File: config.mk
export PLATFORM = sky130hd
export DESIGN_NAME = gas_fire_shutoff_interlock_flat
export DESIGN_NICKNAME = d
export VERILOG_FILES = /design/src/design/gfsi_pkg.sv /design/src/design/gfsi_if.sv /design/src/design/gfsi_rem.sv /design/src/design/gas_fire_shutoff_interlock.sv /design/src/flat_wrapper.sv
export SDC_FILE = /design/constraint.sdc
export NUM_CORES = 1
export LEC_CHECK = 0
export ABC_AREA = 1
export ABC_CLOCK_PERIOD_IN_PS = 16000
export BUFFER_PORTS_ARGS = -buffer_cell sky130_fd_sc_hd__buf_4
export CAP_MARGIN = 20
export CORE_MARGIN = 2
export CORE_UTILIZATION = 65
export CTS_CLUSTER_DIAMETER = 80
export DETAILED_ROUTE_END_ITERATION = 6
export GPL_TIMING_DRIVEN = 0
export PLACE_DENSITY = 0.89
export SETUP_SLACK_MARGIN = 0.1
export SKIP_LAST_GASP = 1
export SYNTH_ARGS = -nofsm -noshare
export SYNTH_HDL_FRONTEND = slang
export SYNTH_HIERARCHICAL = 1
export SYNTH_SLANG_ARGS = --single-unit
File: constraint.sdc
create_clock -name i_clk -period 16 [get_ports i_clk]
set_input_delay 0.8 -clock i_clk [delete_from_list [all_inputs] [get_ports i_clk]]
set_output_delay 0.8 -clock i_clk [all_outputs]
set_load 0.02 [all_outputs]
File: src/design/gfsi_pkg.sv
// Shared types, codes and constants for the gas and fire shutoff interlock.
`timescale 1ns / 1ps
package gfsi_pkg;

    localparam int unsigned CMD_W   = 3;
    localparam int unsigned GAS_W   = 12;
    localparam int unsigned MS_W    = 20;
    localparam int unsigned BLINK_W = 12;
    localparam int unsigned MODE_W  = 2;
    localparam int unsigned STAT_W  = 3;
    localparam int unsigned SEC_W   = 11;
    localparam int unsigned ADDR_W  = 2;
    localparam int unsigned DATA_W  = 20;

    typedef logic [CMD_W-1:0]   t_cmd;
    typedef logic [GAS_W-1:0]   t_gas;
    typedef logic [MS_W-1:0]    t_ms;
    typedef logic [BLINK_W-1:0] t_blink;
    typedef logic [MODE_W-1:0]  t_mode;
    typedef logic [STAT_W-1:0]  t_status;
    typedef logic [SEC_W-1:0]   t_sec;
    typedef logic [ADDR_W-1:0]  t_addr;
    typedef logic [DATA_W-1:0]  t_data;

    // command codes
    localparam t_cmd CMD_TICK      = 3'd0;
    localparam t_cmd CMD_SAMPLE    = 3'd1;
    localparam t_cmd CMD_CLOSE     = 3'd2;
    localparam t_cmd CMD_OPEN      = 3'd3;
    localparam t_cmd CMD_TMR_RESET = 3'd4;
    localparam t_cmd CMD_APP_ON    = 3'd5;
    localparam t_cmd CMD_APP_OFF   = 3'd6;

    // modes
    localparam t_mode MODE_NORMAL = 2'd0;
    localparam t_mode MODE_GAS    = 2'd1;
    localparam t_mode MODE_FIRE   = 2'd2;
    localparam t_mode MODE_APP    = 2'd3;

    // status codes
    localparam t_status ST_OK         = 3'd0;
    localparam t_status ST_APP_ALERT  = 3'd3;
    localparam t_status ST_APP_TIMER  = 3'd4;
    localparam t_status ST_FIRE_COUNT = 3'd5;

    // config register indexes
    localparam t_addr CFG_GAS_THR   = 2'd0;
    localparam t_addr CFG_FIRE_LIM  = 2'd1;
    localparam t_addr CFG_FAST_BLNK = 2'd2;
    localparam t_addr CFG_SLOW_BLNK = 2'd3;

    // config reset values
    localparam t_gas   GAS_THR_RST   = 12'd1500;
    localparam t_ms    FIRE_LIM_RST  = 20'd300000;
    localparam t_blink FAST_BLNK_RST = 12'd250;
    localparam t_blink SLOW_BLNK_RST = 12'd1000;

    // ms to s: floor(x / 1000) = (x * ceil(2^30 / 1000)) >> 30, exact for x < 2^20
    localparam int unsigned DIV_SHIFT = 30;
    localparam int unsigned RECIP_W   = 21;
    localparam int unsigned PROD_W    = MS_W + RECIP_W;
    localparam logic [RECIP_W-1:0] RECIP_1000 = 21'd1073742;

endpackage

File: src/design/gfsi_if.sv
// Request, result and configuration channel interfaces.
`timescale 1ns / 1ps
interface gfsi_in_if import gfsi_pkg::*; ();
    logic   valid;
    logic   ready;
    t_cmd   cmd;
    t_gas   gas_level;
    logic   flame_seen;
    logic   person_present;

    modport source (output valid, cmd, gas_level, flame_seen, person_present, input ready);
    modport sink   (input valid, cmd, gas_level, flame_seen, person_present, output ready);
endinterface

interface gfsi_out_if import gfsi_pkg::*; ();
    logic    valid;
    logic    ready;
    logic    valve_open;
    t_mode   mode;
    t_status status_code;
    t_sec    remaining_s;
    logic    red_led;
    logic    yellow_led;
    logic    green_led;

    modport source (output valid, valve_open, mode, status_code, remaining_s,
                    red_led, yellow_led, green_led, input ready);
    modport sink   (input valid, valve_open, mode, status_code, remaining_s,
                    red_led, yellow_led, green_led, output ready);
endinterface

interface gfsi_cfg_if import gfsi_pkg::*; ();
    logic  valid;
    logic  ready;
    t_addr addr;
    t_data data;

    modport source (output valid, addr, data, input ready);
    modport sink   (input valid, addr, data, output ready);
endinterface

File: src/design/gfsi_rem.sv
// Remaining whole seconds before fire alarm: (limit - elapsed) / 1000, floored at zero.
`timescale 1ns / 1ps
module gfsi_rem import gfsi_pkg::*; (
    input  t_ms  i_limit,
    input  t_ms  i_elapsed,
    output t_sec o_sec
);
    t_ms                diff;
    logic [PROD_W-1:0]  prod;

    always_comb begin
        diff = (i_elapsed < i_limit) ? (i_limit - i_elapsed) : '0;
        prod = PROD_W'(diff) * PROD_W'(RECIP_1000);
        o_sec = prod[DIV_SHIFT +: SEC_W];
    end
endmodule

File: src/design/gas_fire_shutoff_interlock.sv
// Top level: gas valve and fire safety interlock with request/result register stages.
//
//  channel  | dir | payload                                              | handshake
//  i_req    | in  | cmd, gas_level, flame_seen, person_present           | valid/ready
//  o_rsp    | out | valve_open, mode, status_code, remaining_s, 3 lamps  | valid/ready
//  i_cfg    | in  | addr (register index), data                          | valid/ready
//
// One request per cycle unless o_rsp stalls; path: request register, result register, o_rsp.
// Request register feeds the state update; the result register holds the answer.
// A stalled o_rsp holds the result; i_req keeps accepting while the request slot can drain.
// i_cfg is always ready. Synchronous active-low reset loads default config, clears state.
`timescale 1ns / 1ps
`default_nettype none
module gas_fire_shutoff_interlock import gfsi_pkg::*; (
    input  wire logic   i_clk,
    input  wire logic   i_rst_n,
    gfsi_in_if.sink     i_req,
    gfsi_out_if.source  o_rsp,
    gfsi_cfg_if.sink    i_cfg
);
    // config
    t_gas   r_gas_thr;
    t_ms    r_fire_lim;
    t_blink r_fast_ms;
    t_blink r_slow_ms;

    // request register
    logic   r_in_vld;
    t_cmd   r_cmd;
    t_gas   r_gas_in;
    logic   r_flame_in;
    logic   r_pres_in;

    // interlock state
    t_mode  r_mode,    n_mode;
    logic   r_valve,   n_valve;
    logic   r_tmr_on,  n_tmr_on;
    logic   r_app,     n_app;
    t_ms    r_elapsed, n_elapsed;
    t_gas   r_gas,     n_gas;
    logic   r_flame,   n_flame;
    logic   r_pres,    n_pres;
    t_blink r_fast,    n_fast;
    t_blink r_slow,    n_slow;
    logic   r_red,     n_red;
    logic   r_yel,     n_yel;

    // result register
    logic    r_out_vld;
    logic    r_o_valve;
    t_mode   r_o_mode;
    t_status r_o_stat;
    t_sec    r_o_sec;
    logic    r_o_red;
    logic    r_o_yel;
    logic    r_o_grn;

    t_status n_stat;
    t_sec    rem_sec;
    logic    n_red_led, n_yel_led, n_grn_led;
    logic    fire_cnt;
    t_blink  cnt_inc;
    logic    raised;
    logic    adv;

    assign adv         = r_in_vld && (!r_out_vld || o_rsp.ready);
    assign i_req.ready = !r_in_vld || adv;
    assign i_cfg.ready = 1'b1;

    // next state
    always_comb begin
        n_mode    = r_mode;
        n_valve   = r_valve;
        n_tmr_on  = r_tmr_on;
        n_app     = r_app;
        n_elapsed = r_elapsed;
        n_gas     = r_gas;
        n_flame   = r_flame;
        n_pres    = r_pres;
        n_fast    = r_fast;
        n_slow    = r_slow;
        n_red     = r_red;
        n_yel     = r_yel;
        cnt_inc   = '0;
        raised    = 1'b0;

        unique case (r_cmd)
            CMD_TICK: begin
                if (r_tmr_on && r_elapsed < r_fire_lim) begin
                    n_elapsed = r_elapsed + 20'd1;
                end
                if (r_mode == MODE_GAS || r_mode == MODE_FIRE) begin
                    cnt_inc = r_fast + 12'd1;
                    if (cnt_inc >= r_fast_ms) begin
                        n_fast = '0;
                        n_red  = !r_red;
                    end else begin
                        n_fast = cnt_inc;
                    end
                end else if (r_mode == MODE_NORMAL && !r_app && r_tmr_on) begin
                    cnt_inc = r_slow + 12'd1;
                    if (cnt_inc >= r_slow_ms) begin
                        n_slow = '0;
                        n_yel  = !r_yel;
                    end else begin
                        n_slow = cnt_inc;
                    end
                end
            end
            CMD_SAMPLE: begin
                n_gas   = r_gas_in;
                n_flame = r_flame_in;
                n_pres  = r_pres_in;
                if (r_mode == MODE_GAS || r_mode == MODE_FIRE) begin
                    n_valve = 1'b0;
                end else if (r_gas_in > r_gas_thr) begin
                    n_mode  = MODE_GAS;
                    n_valve = 1'b0;
                end else begin
                    if (r_flame_in && !r_pres_in && !r_app) begin
                        if (!r_tmr_on) begin
                            n_elapsed = '0;
                            n_tmr_on  = 1'b1;
                        end else if (r_elapsed >= r_fire_lim) begin
                            n_mode  = MODE_FIRE;
                            n_valve = 1'b0;
                            raised  = 1'b1;
                        end
                    end else begin
                        n_tmr_on = 1'b0;
                    end
                    if (!raised) begin
                        if (r_mode == MODE_APP) begin
                            n_valve = 1'b0;
                        end else begin
                            n_mode  = MODE_NORMAL;
                            n_valve = 1'b1;
                        end
                    end
                end
            end
            CMD_CLOSE: begin
                n_valve = 1'b0;
                n_mode  = MODE_APP;
            end
            CMD_OPEN: begin
                if (r_mode == MODE_GAS) begin
                    if (r_gas < r_gas_thr) begin
                        n_mode = MODE_NORMAL;
                    end
                end else if (r_mode != MODE_FIRE) begin
                    n_mode = MODE_NORMAL;
                end
            end
            CMD_TMR_RESET: begin
                if (r_mode == MODE_FIRE) begin
                    if (!r_flame || r_pres) begin
                        n_mode = MODE_NORMAL;
                    end
                end else begin
                    n_elapsed = '0;
                end
            end
            CMD_APP_ON: begin
                n_app    = 1'b1;
                n_tmr_on = 1'b0;
            end
            CMD_APP_OFF: begin
                n_app = 1'b0;
            end
            default: begin
            end
        endcase
    end

    gfsi_rem u_rem (
        .i_limit   (r_fire_lim),
        .i_elapsed (n_elapsed),
        .o_sec     (rem_sec)
    );

    // result from updated state
    always_comb begin
        n_stat    = ST_OK;
        n_red_led = 1'b0;
        n_yel_led = 1'b0;
        n_grn_led = 1'b0;
        fire_cnt  = 1'b0;
        unique case (n_mode)
            MODE_NORMAL: begin
                if (n_app) begin
                    n_stat    = ST_APP_TIMER;
                    n_yel_led = 1'b1;
                end else if (n_tmr_on) begin
                    n_stat    = ST_FIRE_COUNT;
                    fire_cnt  = 1'b1;
                    n_yel_led = n_yel;
                end else begin
                    n_grn_led = 1'b1;
                end
            end
            MODE_APP: begin
                n_stat    = ST_APP_ALERT;
                n_yel_led = 1'b1;
            end
            default: begin
                n_stat    = t_status'(n_mode);
                n_red_led = n_red;
            end
        endcase
    end

    // config port
    always_ff @(posedge i_clk) begin
        if (!i_rst_n) begin
            r_gas_thr  <= GAS_THR_RST;
            r_fire_lim <= FIRE_LIM_RST;
            r_fast_ms  <= FAST_BLNK_RST;
            r_slow_ms  <= SLOW_BLNK_RST;
        end else if (i_cfg.valid) begin
            unique case (i_cfg.addr)
                CFG_GAS_THR:   r_gas_thr  <= i_cfg.data[GAS_W-1:0];
                CFG_FIRE_LIM:  r_fire_lim <= i_cfg.data[MS_W-1:0];
                CFG_FAST_BLNK: r_fast_ms  <= i_cfg.data[BLINK_W-1:0];
                CFG_SLOW_BLNK: r_slow_ms  <= i_cfg.data[BLINK_W-1:0];
                default: begin
                end
            endcase
        end
    end

    // request register
    always_ff @(posedge i_clk) begin
        if (!i_rst_n) begin
            r_in_vld <= 1'b0;
        end else if (i_req.ready) begin
            r_in_vld <= i_req.valid;
        end
    end

    always_ff @(posedge i_clk) begin
        if (i_req.ready && i_req.valid) begin
            r_cmd      <= i_req.cmd;
            r_gas_in   <= i_req.gas_level;
            r_flame_in <= i_req.flame_seen;
            r_pres_in  <= i_req.person_present;
        end
    end

    // interlock state
    always_ff @(posedge i_clk) begin
        if (!i_rst_n) begin
            r_mode    <= MODE_NORMAL;
            r_valve   <= 1'b0;
            r_tmr_on  <= 1'b0;
            r_app     <= 1'b0;
            r_elapsed <= '0;
            r_gas     <= '0;
            r_flame   <= 1'b0;
            r_pres    <= 1'b0;
            r_fast    <= '0;
            r_slow    <= '0;
            r_red     <= 1'b0;
            r_yel     <= 1'b0;
        end else if (adv) begin
            r_mode    <= n_mode;
            r_valve   <= n_valve;
            r_tmr_on  <= n_tmr_on;
            r_app     <= n_app;
            r_elapsed <= n_elapsed;
            r_gas     <= n_gas;
            r_flame   <= n_flame;
            r_pres    <= n_pres;
            r_fast    <= n_fast;
            r_slow    <= n_slow;
            r_red     <= n_red;
            r_yel     <= n_yel;
        end
    end

    // result register
    always_ff @(posedge i_clk) begin
        if (!i_rst_n) begin
            r_out_vld <= 1'b0;
        end else if (adv) begin
            r_out_vld <= 1'b1;
        end else if (o_rsp.ready) begin
            r_out_vld <= 1'b0;
        end
    end

    always_ff @(posedge i_clk) begin
        if (adv) begin
            r_o_valve <= n_valve;
            r_o_mode  <= n_mode;
            r_o_stat  <= n_stat;
            r_o_sec   <= fire_cnt ? rem_sec : '0;
            r_o_red   <= n_red_led;
            r_o_yel   <= n_yel_led;
            r_o_grn   <= n_grn_led;
        end
    end

    assign o_rsp.valid       = r_out_vld;
    assign o_rsp.valve_open  = r_o_valve;
    assign o_rsp.mode        = r_o_mode;
    assign o_rsp.status_code = r_o_stat;
    assign o_rsp.remaining_s = r_o_sec;
    assign o_rsp.red_led     = r_o_red;
    assign o_rsp.yellow_led  = r_o_yel;
    assign o_rsp.green_led   = r_o_grn;

    // valve can only be open in normal mode
    a_valve_normal: assert property (@(posedge i_clk) disable iff (!i_rst_n)
        r_valve |-> r_mode == MODE_NORMAL)
        else $error("valve open outside normal mode");

    // app timer suppresses the fire timer
    a_app_tmr: assert property (@(posedge i_clk) disable iff (!i_rst_n)
        !(r_app && r_tmr_on))
        else $error("fire timer running with app timer on");

    a_rem_status: assert property (@(posedge i_clk) disable iff (!i_rst_n)
        (r_out_vld && r_o_sec != '0) |-> r_o_stat == ST_FIRE_COUNT)
        else $error("remaining seconds outside fire counting");

    a_red_alarm: assert property (@(posedge i_clk) disable iff (!i_rst_n)
        (r_out_vld && r_o_red) |-> (r_o_mode == MODE_GAS || r_o_mode == MODE_FIRE))
        else $error("red lamp outside alarm");

    // state only moves when a request completes
    a_state_hold: assert property (@(posedge i_clk) disable iff (!i_rst_n)
        !adv |=> $stable(r_mode) && $stable(r_elapsed))
        else $error("state changed without a request");

endmodule
`default_nettype wire

File: src/flat_wrapper.sv
// flat-port wrapper written by rule: the top's interface ports become plain ports
module gas_fire_shutoff_interlock_flat import gfsi_pkg::*;
  (i_clk, i_rst_n, i_req_valid, i_req_cmd, i_req_gas_level, i_req_flame_seen, i_req_person_present, i_req_ready, o_rsp_valid, o_rsp_valve_open, o_rsp_mode, o_rsp_status_code, o_rsp_remaining_s, o_rsp_red_led, o_rsp_yellow_led, o_rsp_green_led, o_rsp_ready, i_cfg_valid, i_cfg_addr, i_cfg_data, i_cfg_ready);
  gfsi_in_if i_req_i ();
  gfsi_out_if o_rsp_i ();
  gfsi_cfg_if i_cfg_i ();
  input  wire logic i_clk;
  input  wire logic i_rst_n;
  input wire logic [$bits(i_req_i.valid)-1:0] i_req_valid;
  input wire logic [$bits(i_req_i.cmd)-1:0] i_req_cmd;
  input wire logic [$bits(i_req_i.gas_level)-1:0] i_req_gas_level;
  input wire logic [$bits(i_req_i.flame_seen)-1:0] i_req_flame_seen;
  input wire logic [$bits(i_req_i.person_present)-1:0] i_req_person_present;
  output wire logic [$bits(i_req_i.ready)-1:0] i_req_ready;
  output wire logic [$bits(o_rsp_i.valid)-1:0] o_rsp_valid;
  output wire logic [$bits(o_rsp_i.valve_open)-1:0] o_rsp_valve_open;
  output wire logic [$bits(o_rsp_i.mode)-1:0] o_rsp_mode;
  output wire logic [$bits(o_rsp_i.status_code)-1:0] o_rsp_status_code;
  output wire logic [$bits(o_rsp_i.remaining_s)-1:0] o_rsp_remaining_s;
  output wire logic [$bits(o_rsp_i.red_led)-1:0] o_rsp_red_led;
  output wire logic [$bits(o_rsp_i.yellow_led)-1:0] o_rsp_yellow_led;
  output wire logic [$bits(o_rsp_i.green_led)-1:0] o_rsp_green_led;
  input wire logic [$bits(o_rsp_i.ready)-1:0] o_rsp_ready;
  input wire logic [$bits(i_cfg_i.valid)-1:0] i_cfg_valid;
  input wire logic [$bits(i_cfg_i.addr)-1:0] i_cfg_addr;
  input wire logic [$bits(i_cfg_i.data)-1:0] i_cfg_data;
  output wire logic [$bits(i_cfg_i.ready)-1:0] i_cfg_ready;
  assign i_req_i.valid = i_req_valid;
  assign i_req_i.cmd = i_req_cmd;
  assign i_req_i.gas_level = i_req_gas_level;
  assign i_req_i.flame_seen = i_req_flame_seen;
  assign i_req_i.person_present = i_req_person_present;
  assign i_req_ready = i_req_i.ready;
  assign o_rsp_valid = o_rsp_i.valid;
  assign o_rsp_valve_open = o_rsp_i.valve_open;
  assign o_rsp_mode = o_rsp_i.mode;
  assign o_rsp_status_code = o_rsp_i.status_code;
  assign o_rsp_remaining_s = o_rsp_i.remaining_s;
  assign o_rsp_red_led = o_rsp_i.red_led;
  assign o_rsp_yellow_led = o_rsp_i.yellow_led;
  assign o_rsp_green_led = o_rsp_i.green_led;
  assign o_rsp_i.ready = o_rsp_ready;
  assign i_cfg_i.valid = i_cfg_valid;
  assign i_cfg_i.addr = i_cfg_addr;
  assign i_cfg_i.data = i_cfg_data;
  assign i_cfg_ready = i_cfg_i.ready;
  gas_fire_shutoff_interlock u_core (.i_clk(i_clk), .i_rst_n(i_rst_n), .i_req(i_req_i), .o_rsp(o_rsp_i), .i_cfg(i_cfg_i));
endmodule
# Word level (Yosys, flattened, before mapping)
# Index checks and enable logic that the tools add are counted.
[classes]
eq_ne = 14
n_mux = 61
addsub = 4
reduce_logical = 32
order_cmp = 7
bitwise_logic = 2
multipliers = 1
[ops]
columns = ["operator", "count"]
rows = [
  ["20-bit two-way mux", 7],
  ["20-bit one-hot mux with 3 select lines", 1],
  ["20-bit less-than comparator", 2],
  ["20-bit by 20-bit multiplier with 40-bit output, second input constant", 1],
  ["1-bit two-way mux", 31],
  ["12-bit by 1-bit adder with 12-bit output, second input constant", 2],
  ["12-bit >= comparator", 2],
  ["12-bit two-way mux", 2],
  ["2-bit two-way mux", 12],
  ["20-bit by 1-bit adder with 20-bit output, second input constant", 1],
  ["20-bit >= comparator", 1],
  ["20-bit subtractor", 1],
  ["12-bit > comparator", 1],
  ["12-bit less-than comparator", 1],
  ["2-bit == test, second input constant", 5],
  ["2-bit AND reduction", 5],
  ["3-bit == test, second input constant", 3],
  ["1-bit one-hot mux with 2 select lines", 4],
  ["2-bit one-hot mux with 4 select lines", 1],
  ["1-bit logical AND", 7],
  ["1-bit logical NOT", 7],
  ["3-bit by 2-bit == test with 1-bit output, second input constant", 2],
  ["2-bit logical NOT", 3],
  ["3-bit two-way mux", 2],
  ["11 further kinds", 17],
]
[totals]
ff_bits = 160
word_cells = 150
output_inout_bits = 23
in_bits = 44

# Logic depth before layout (Yosys ltp)
# Gate-level depths: netlist (run 1).
[logic_depth]
word_depth = 14
depth_mapped = 54
ltp_nobuf = 53

# Hierarchy
# Netlist (run 1), hierarchy kept.
[by_module_without_submodules]
columns = ["module", "instances", "area_per_inst_um2", "cells_per_inst", "seq_area_each_um2"]
rows = [
  ["gas_fire_shutoff_interlock", 1, 9625.5, 1267, 3543.4],
  ["gfsi_rem", 1, 7463.4, 1053, 0.0],
]

# Worst setup path before layout (run 1)
# No wires, ideal clock.
[synth_path]
path_kind = "reg2reg"
from = "register u_core.r_gas_in[11]"
to = "register u_core.r_o_sec[4] (netlist: u_core/o_rsp.remaining_s[4]) (data pin)"
t_required_ns = 15.748
n_path_buf = 2
setup_time_ns = 0.252
stages_incl_launch_ff = 40
arrival_time_ns = 7.312
period_less_slack_ns = 7.564
path_slack_ns = 8.436
cell_sequence = "edfxtp_1 > ha_1 > nand2_2 > nor3_2 > nand3_2 > o21ai_4 > nand4_4 > buf_6 > a21oi_2 > nand3_1 > ha_1 > inv_1 > fa_1 > nand3_1 > nand2_1 > nand3_1 > nand3_2 > nand2_4 > [4 not listed] > fa_1 > fa_1 > fa_1 > fa_1 > inv_1 > fa_1 > inv_1 > ha_1 > nand2_1 > inv_1 > a21boi_0 > o21ai_0 > a21boi_0 > nand2_1 > nand2_1 > nand2_1 > inv_1 > nor2_2"
[synth_via]
elab_chain_cells = 7
word_cells_on_any_way = 18
cone_classes = "add/sub: 1; mul: 1; order compare: 2; mux: 13; reduce/logical: 1"
[synth_rtl]
columns = ["element", "line_no", "rtl"]
rows = [
  ["start: declaration", "gas_fire_shutoff_interlock.sv:30", "t_gas r_gas_in;"],
  ["start signal: assignment", "gas_fire_shutoff_interlock.sv:244", "r_gas_in <= i_req.gas_level;"],
  ["12-bit > comparator *", "gas_fire_shutoff_interlock.sv:116", "end else if (r_gas_in > r_gas_thr) begin"],
  ["20-bit two-way mux *", "gas_fire_shutoff_interlock.sv:116", ""],
  ["20-bit two-way mux *", "gas_fire_shutoff_interlock.sv:114", "if (r_mode == MODE_GAS || r_mode == MODE_FIRE) begin"],
  ["20-bit one-hot mux with 3 select lines *", "gas_fire_shutoff_interlock.sv:87", "unique case (r_cmd)"],
  ["net u_core.n_elapsed[0]", "gas_fire_shutoff_interlock.sv:39", "t_ms r_elapsed, n_elapsed;"],
  ["20-bit subtractor / 20-bit less-than comparator (equally long branches)", "gfsi_rem.sv:12", "diff = (i_elapsed < i_limit) ? (i_limit - i_elapsed) : '0;"],
  ["20-bit two-way mux *", "gfsi_rem.sv:12", ""],
  ["20-bit by 20-bit multiplier with 40-bit output *", "gfsi_rem.sv:13", "prod = PROD_W'(diff) * PROD_W'(RECIP_1000);"],
  ["net u_core.rem_sec[4]", "gas_fire_shutoff_interlock.sv:59", "t_sec rem_sec;"],
  ["end signal: assignment", "gas_fire_shutoff_interlock.sv:297", "r_o_sec <= fire_cnt ? rem_sec : '0;"],
  ["end: declaration", "gas_fire_shutoff_interlock.sv:53", "t_sec r_o_sec;"],
]
# The timed path passes the listed nets; every way through them passes the cells marked *.
# A chain may end at the register's enable or synchronous reset.

# Final worst setup path (run 1)
[layout_path]
from = "register u_core.r_fire_lim[19]"
to = "register u_core.r_o_sec[6] (netlist: u_core/o_rsp.remaining_s[6]) (data pin)"
[layout_via]
word_cells_on_any_way = 25
cone_classes = "add/sub: 1; mul: 1; order compare: 3; mux: 18; reduce/logical: 2"
[layout_lines]
columns = ["element", "line_no", "rtl"]
rows = [
  ["start: declaration", "gas_fire_shutoff_interlock.sv:23", "t_ms r_fire_lim;"],
  ["start signal: assignment", "gas_fire_shutoff_interlock.sv:223", "CFG_FIRE_LIM: r_fire_lim <= i_cfg.data[MS_W-1:0];"],
  ["20-bit less-than comparator *", "gas_fire_shutoff_interlock.sv:89", "if (r_tmr_on && r_elapsed < r_fire_lim) begin"],
  ["1-bit logical AND *", "gas_fire_shutoff_interlock.sv:89", ""],
  ["20-bit two-way mux *", "gas_fire_shutoff_interlock.sv:89", ""],
  ["20-bit one-hot mux with 3 select lines *", "gas_fire_shutoff_interlock.sv:87", ""],
  ["net u_core.n_elapsed[11]", "gas_fire_shutoff_interlock.sv:39", ""],
  ["20-bit subtractor / 20-bit less-than comparator (equally long branches)", "gfsi_rem.sv:12", ""],
  ["20-bit two-way mux *", "gfsi_rem.sv:12", ""],
  ["20-bit by 20-bit multiplier with 40-bit output *", "gfsi_rem.sv:13", ""],
  ["net u_core.rem_sec[6]", "gas_fire_shutoff_interlock.sv:59", ""],
]
# The timed path passes the listed nets; every way through them passes the cells marked *. The select of a mux whose other input is x is not followed.

==> reports/qor.yml, run 1 <==
die_height_um: 166
overflow: 0
final_max_slew_viol_count: 0
pin_count: 67
worst_pin_slew_ns: 1.00
finalSetupTns_ns: 0
path_common_cell: "inv_1"
grt_antenna_before_repair: 0
drive_gt1_frac: 0.0919
dp_hpwl_um: 39100
fmax_ghz: 0.110
core_mm2: 0.0259
max_cap_viol_count: 0
synth_compound_area_frac: 0.128
crit_arrival_ns: 9.28
ys_ff_latch: 159
crit-reg2reg-launch: "u_core/r_fire_lim[19]$_SDFFE_PN0P_"
worstSetupStartpoint: "u_core/r_fire_lim[19]$_SDFFE_PN0P_"
hold_class: "flip-flop to flip-flop"
period_share: 0.569
via_per_inst: 5.83
nets: 2800
num_antenna_cells: 0
fin_worst_skew_ns: 0.0233
finalWorstSetupSlack_ns: 6.90
cts_setup_buffers: 0
start_kind: "flip-flop"
clk_latency_ns: 0.44
gr-usage-met1: 0.424
status: "finished, final reports clean"
grt.met3_usage: 0.0655
finalInstanceArea_mm2: 0.0186
routed_wl_um: 47800
synth-edff-count: 36
syn_inst: 2320
synth-simple-area-share: 0.229
post_cts_resized: 0
yosys_warnings: 6
top_usage_layer: "met2"
drc_errors: 0
nFillCells: 2020
area_delta_synth_final_pct: 8.69
met2_usage: 0.592
cts_sinks: 159
rsz0062_at_grt: "false"
critPathMaxStageDelay_ns: 0.55
ctsHtreeMaxLevel: 4
cp_max_fo: 10
synthMuxAreaShare: 0
die_w_um: 166
dp_slack_ns: 7.10
grt_pass1_wl_um: 77500
io_buffers: 65
cts.clk_slew.worst_paths_ns: 0.07
synth_fp_nets: 2716
ant_nets: 0
async_flop_share: 0
row_count: 59
ys_seq_area_frac: 0.207
synth_top_family_by_area: "adder cells"
drtIter0Drc: 1559
grt_max_degree: 29
hold_viol_final: 0
syn_area_mm2: 0.0171
firstDrtPassIters: 7
ctsRootBufferMaster: "clkbuf_16"
start_util: 0.660
routedWlPerCell_um: 17.4
cts_buffers: 17
critPathSlowestCell: "fa_1"
cts_tree: "done"
hold_start: "u_core/r_fast[4]$_SDFFE_PN0P_"
path_class: "flip-flop to flip-flop"
synthXorXnorAreaFrac: 0.0231
crit_path_end_kind: "flip-flop"
cts_max_path_buffers: 2
synth.avg_cell_area_um2: 7.37
grt_usage: 0.347
placed_cell_area_mm2: 0.0180
relSlewSlack: 0.328
synthAdderAreaFrac: 0.296
synth_ff_type: "dfxtp_1"
fin_crit_ns: 9.10
synth_cell_type_count: 53
setup_violations: 0
num_vias: 16000
cp.required_ns: 16.19
ctsHoldBuffers: 0
grt_pass1_vias: 16000
die_area_mm2: 0.0276
routabilityCongestion: 1.00
whs_ns: 0.471
-- registers in the layout (all words and copies together), names as in the netlist, 12 cells and up --
register and count:
u_core/r_slow_ms 12, u_core/r_gas_thr 12, u_core/r_fast_ms 12, u_core/r_gas_in 12
u_core/r_elapsed 20, u_core/r_fire_lim 20, u_core/r_gas 12, u_core/r_slow 12
u_core/r_fast 12
-- layout make-up --
class                      instances  area, um^2  share of cell area
sequential                       159        3540               0.191
clock buffer                      19         454              0.0245
timing repair buffer              65         488              0.0263
buffer                            52         270              0.0146
clock inverter                    12         124             0.00667
inverter                         460        1730              0.0932
tap                              335         419              0.0226
multi-input combinational       1649       11500               0.621
-- worst max-delay path: cells and delay by family (launching register included) --
family / cells / cell delay (ns)
fa+ha+maj: 10 / 4.12
simple gates: 21 / 3.20
buf+inv: 10 / 0.97
flops: 1 / 0.43
compound gates: 1 / 0.10
-- layout by cell type, fill, tap and decap left out, drive strengths merged, types with 12 or more instances in the layout --
cell type | netlist | routed
inv | 460 | 467
nand2 | 464 | 464
ha | 266 | 266
nor2 | 214 | 214
a21oi | 195 | 195
dfxtp | 123 | 123
nand3 | 97 | 97
o21ai | 95 | 95
fa | 86 | 86
buf | 20 | 85
clkbuf | 32 | 51
nor3 | 44 | 44
nand4 | 42 | 42
xor2 | 36 | 36
edfxtp | 36 | 36
o211ai | 36 | 36
o21bai | 12 | 12
-- cell usage after synthesis, types with 8 or more instances --
| master | count | area share |
|---|---|---|
| nand4_1 | 40 | 0.015 |
| ha_1 | 266 | 0.19 |
| nand2_1 | 453 | 0.10 |
| clkbuf_1 | 32 | 0.0070 |
| inv_1 | 447 | 0.098 |
| xnor2_1 | 9 | 0.0046 |
| edfxtp_1 | 36 | 0.063 |
| a21oi_1 | 175 | 0.051 |
| nand3_1 | 93 | 0.027 |
| inv_2 | 11 | 0.0024 |
| o211ai_2 | 12 | 0.0088 |
| nor3_1 | 38 | 0.011 |
| xor2_1 | 36 | 0.018 |
| a21o_1 | 8 | 0.0035 |
| nor2_2 | 20 | 0.0073 |
| a21oi_2 | 20 | 0.010 |
| o211ai_1 | 24 | 0.011 |
| fa_1 | 86 | 0.10 |
| nor2_1 | 187 | 0.041 |
| buf_2 | 9 | 0.0026 |
| o21ai_0 | 91 | 0.027 |
| o21bai_1 | 12 | 0.0053 |
| dfxtp_1 | 123 | 0.14 |
| nand2_2 | 10 | 0.0037 |
-- cells by family after synthesis --
kind of cell / after synthesis
and+or+nand+nor: 884
buffers and inverters: 512
AOI/OAI and AO/OA: 367
adders and majority gates: 352
DFF: 159
xor gates and xnor gates: 45
other: 1
-- metrics by stage --
step | utilization | cells
final | 0.717 | 2751
after CTS | 0.717 | 2751
after global routing | 0.717 | 2751
after global placement | 0.695 | 2720
after detailed placement | 0.695 | 2720
after floorplan | - | 2320
-- final timing paths --
kind / end / slack (ns) / depth (start not counted)
hold / removal: u_core/r_fast[4]$_SDFFE_PN0P_ / 0.47 / 2
hold reg to reg: u_core/r_fast[4]$_SDFFE_PN0P_ / 0.47 / 2
setup reg to reg: u_core/o_rsp.remaining_s[6]$_SDFFCE_PN0P_ / 6.90 / 42
setup / recovery: u_core/o_rsp.remaining_s[6]$_SDFFCE_PN0P_ / 6.90 / 42
-- routing by layer --
| layer | part of all wire | up-vias |
|---|---|---|
| met5 | 0 | - |
| met4 | 0.045 | 0 |
| met3 | 0.093 | 155 |
| met2 | 0.48 | 807 |
| met1 | 0.39 | 7440 |
| li1 | - | 7636 |
Power of run 1 is left out: the tool's default activity adds up to more than one toggle a clock period on the data nets, which glitch-free logic cannot reach.
==> run 2, diff against run 1 <==
- ABC_AREA: 1 -> 0
- ABC_CLOCK_PERIOD_IN_PS: 16000 -> 9500
- CORE_UTILIZATION: 65 -> 64
- PLACE_DENSITY: 0.89 -> 0.88
- clock period: 16 -> 9.5 ns (I/O delays scaled with it)
==> run 2 against run 1 <==
  * The run now ends with DRC, setup timing left
  * Final cell count down 18%
  * Area after synthesis down 11%
  * Count of clock-buffer cells in the layout down 2
  * Via count down 4.2%
  * Design area down 1.0%
  * Critical endpoint is now u_core/o_rsp.remaining_s[4]$_SDFFCE_PN0P_
  * Largest cell class unchanged
==> reports/qor.yml, run 2 <==
status: "finished, violations left"
violations: "DRC, setup timing"
cp_max_fo: 7  # -3
grt_max_degree: 29  # unchanged
dp_slack_ns: -1.58  # -8.68 ns
syn_area_mm2: 0.0153  # -11%
ant_nets: 0  # unchanged
via_per_inst: 6.82  # +17%
synth_top_area_share: 0.218  # +0.0233
num_antenna_cells: 0  # unchanged
cts_tree: "done"
yosys.area.top_type: "ha_1"
grt_pass1_wl_um: 71400  # -7.9%
switching_power_uw: 2480
clk_latency_ns: 0.45  # about the same
cts_max_path_buffers: 2  # unchanged
cts.clk_slew.worst_paths_ns: 0.08  # about the same
ys_ff_latch: 159  # unchanged
drive_gt1_frac: 0.199  # +0.107
worst_pin_slew_ns: 1.01  # +0.00172 ns
ff2ff_setup_slack_ns: -0.71  # -7.61 ns
synth_cell_type_count: 89  # +68%
crit_path_end_kind: "flip-flop"
switching_share: 0.479
syn_inst: 1772  # -24%
synth_fp_nets: 2168  # -20%
hold_viol_final: 0  # unchanged
die_height_um: 158  # -4.6%
routed_wl_um: 54000  # +13%
max_cap_viol_count: 0  # unchanged
area_delta_synth_final_pct: 20.4
yosys_warnings: 6  # unchanged
critPathSlowestCell: "fa_1"
grt_pass1_vias: 14300  # -10%
p_comb_frac: 0.720
ctsHtreeMaxLevel: 4  # unchanged
final_max_slew_viol_count: 0  # unchanged
worstSetupStartpoint: "u_core/r_fire_lim[5]$_SDFFE_PN1P_"
power_frac_seq: 0.141
ctsRootBufferMaster: "clkbuf_16"
cts_buffers: 17  # unchanged
path_common_cell: "ha_1"
hold_depth: 1  # -1
hold_class: "input port to flip-flop"
synth_area_leaders: "ha_1 (22%), dfxtp_1 (16%), fa_1 (11%), edfxtp_1 (7.1%), inv_1 (6.1%)"
dp_hpwl_um: 32900  # -16%
synth_ff_type: "dfxtp_1"
row_count: 56  # -5.1%
rsz0062_at_grt: "true"
die_area_mm2: 0.0251  # -9.1%
start_kind: "flip-flop"
start_util: 0.650  # -0.00920
reg.largest.list: "u_core/r_elapsed x20, u_core/r_fire_lim x20"
drc_errors: 12  # +12
firstDrtPassIters: 7  # unchanged
cp.required_ns: 9.69  # -6.50 ns
yosysMostFrequentCell: "ha_1"
synth-edff-count: 36  # unchanged
period_share: 1.07  # +0.506
routedWlPerCell_um: 24.0  # +38%
pwr-share-clk: 0.139
routabilityCongestion: 0.964  # -3.6%
pin_count: 67  # unchanged
fin_worst_skew_ns: 0.0179  # -0.00545 ns
crit_arrival_ns: 10.40  # +1.12 ns
critPathMaxStageDelay_ns: 0.59  # +0.04 ns
p_int_uw: 2700
vdd_ir_drop_max_mv: 0.367
overflow: 0  # unchanged
nets: 2316  # -17%
fmax_ghz: 0.0979  # -11%
power_density_mw_per_mm2: 281
crit-reg2reg-launch: "u_core/r_fire_lim[5]$_SDFFE_PN1P_"
fin_crit_ns: 10.21  # +1.11 ns
r2r_cells: 35  # -17%
die_w_um: 158  # -4.6%
path_class: "flip-flop to flip-flop"
netlist_top_cells_count: "ha_1 (266), inv_1 (250), nand2_1 (207), a21oi_1 (144), dfxtp_1 (123)"
grt_usage: 0.366  # +0.0191
leakage_uw: 0.00818
io_buffers: 63  # -3.1%
async_flop_share: 0  # unchanged
finalSetupTns_ns: -6.21  # -6.21 ns
finalWorstSetupSlack_ns: -0.710  # -7.61 ns
rr_endpoint: "u_core/o_rsp.remaining_s[4]$_SDFFCE_PN0P_"
core_mm2: 0.0235  # -9.4%
synth.avg_cell_area_um2: 8.61  # +17%
setup_violations: 11  # +11
mostFrequentLayoutCells: "inv_1 (233), ha_1 (216), nand2_1 (203)"
final_common_cell: "inv_1"
num_vias: 15400  # -4.2%
ys_seq_area_frac: 0.232  # +0.0248
crit_end: "u_core/o_rsp.remaining_s[4]$_SDFFCE_PN0P_"
relSlewSlack: 0.326  # -0.00272
grt_antenna_before_repair: 0  # unchanged
drtIter0Drc: 2164  # +39%
nFillCells: 1297  # -36%
cts_sinks: 159  # unchanged
-- run 2: cell count changes after synthesis, moves of 20 or more --
cell	previous run	this run
and2_1	4	29
a21oi_1	175	144
inv_1	447	250
xor2_1	36	16
nand4_1	40	19
nand2_1	453	207
nor2_1	187	62
and3_1	1	22
nand3_1	93	45
nor2_2	20	0
o31ai_1	2	24
-- run 2: layer usage --
layer | GRT usage | up-vias | routed length (um)
li1 | - | 6459 | -
met2 | 0.612 | 1340 | 24100
met5 | 0 | - | 0
met4 | 0.192 | 0 | 4910
met3 | 0.0819 | 478 | 6580
met1 | 0.443 | 7086 | 18400
-- run 2: how the worst min path moves through the flow --
stage                                from                           end  slack [ns]
4_1_cts                i_req_gas_level[6]  u_core/r_gas_in[6]$_DFFE_PP_        0.19
5_1_grt                i_req_gas_level[3]  u_core/r_gas_in[3]$_DFFE_PP_        0.19
2_1_floorplan  u_core/r_pres$_SDFFE_PN0P_    u_core/r_pres$_SDFFE_PN0P_        0.43
6_report               i_req_gas_level[4]  u_core/r_gas_in[4]$_DFFE_PP_        0.20
3_5_place_dp   u_core/r_pres$_SDFFE_PN0P_    u_core/r_pres$_SDFFE_PN0P_        0.44
3_3_place_gp   u_core/r_pres$_SDFFE_PN0P_    u_core/r_pres$_SDFFE_PN0P_        0.44
-- run 2: cells by family (layout without fill, tap and decap cells) --
family,after synthesis,in the layout,share of synthesized area
AOI/OAI and AO/OA,411,411,0.171
xor gates and xnor gates,43,43,0.0247
adders and majority gates,352,352,0.331
buffers and inverters,314,475,0.0793
DFF,159,159,0.232
muxes,3,3,0.00238
other,1,1,0.000246
and+or+nand+nor,489,489,0.160
-- run 2: final cells by class --
class	instances	area [um^2]	area share
Buffer	62	300	0.0163
Clock buffer	17	425	0.0231
Clock inverter	15	204	0.0111
Inverter	251	947	0.0515
Multi-Input combinational cell	1299	11500	0.626
Sequential cell	159	3590	0.195
Tap cell	319	399	0.0217
Timing Repair Buffer	130	1010	0.0549
-- run 2: worst max-delay path: cells and delay by family (launching register included) --
| family | cells | cell delay (ns) |
|---|---|---|
| xor gates and xnor gates | 1 | 0.14 |
| AOI/OAI and AO/OA | 10 | 2.63 |
| adders and majority gates | 9 | 3.63 |
| DFF | 1 | 0.40 |
| buffers and inverters | 6 | 1.02 |
| and+or+nand+nor | 9 | 2.13 |
-- run 2: power groups by stage --
| stage | Combinational, uW | Sequential (uW) | Clock [uW] |
|---|---|---|---|
| floorplan | 1830 | 745 | 0 |
| global placement | 2300 | 743 | 0 |
| detailed placement | 2500 | 743 | 0 |
| CTS | 2750 | 728 | 718 |
| global route | 3980 | 730 | 750 |
| finish | 3720 | 729 | 719 |
-- run 2: stage by stage --
stage	total power, uW	hold WS, ns	instance area, um^2	utilization	instances
CTS	4200	0.192	17300	0.738	2209
finish	5170	0.199	18400	0.783	2252
global placement	3040	0.437	16100	0.687	2154
global route	5460	0.187	18400	0.783	2252
detailed placement	3240	0.444	16200	0.688	2156
floorplan	2580	0.431	15300	-	1772
-- run 2: what timing repair did --
action / in CTS / in global routing
pin swaps: 26 / 90
hold buffers: 0 / 0
resized for setup: 91 / 168
gates cloned: 1 / 1
setup endpoints to repair: 11 / 11
buffers inserted: 21 / 42
No activity file was read; power rests on OpenSTA's default activity.
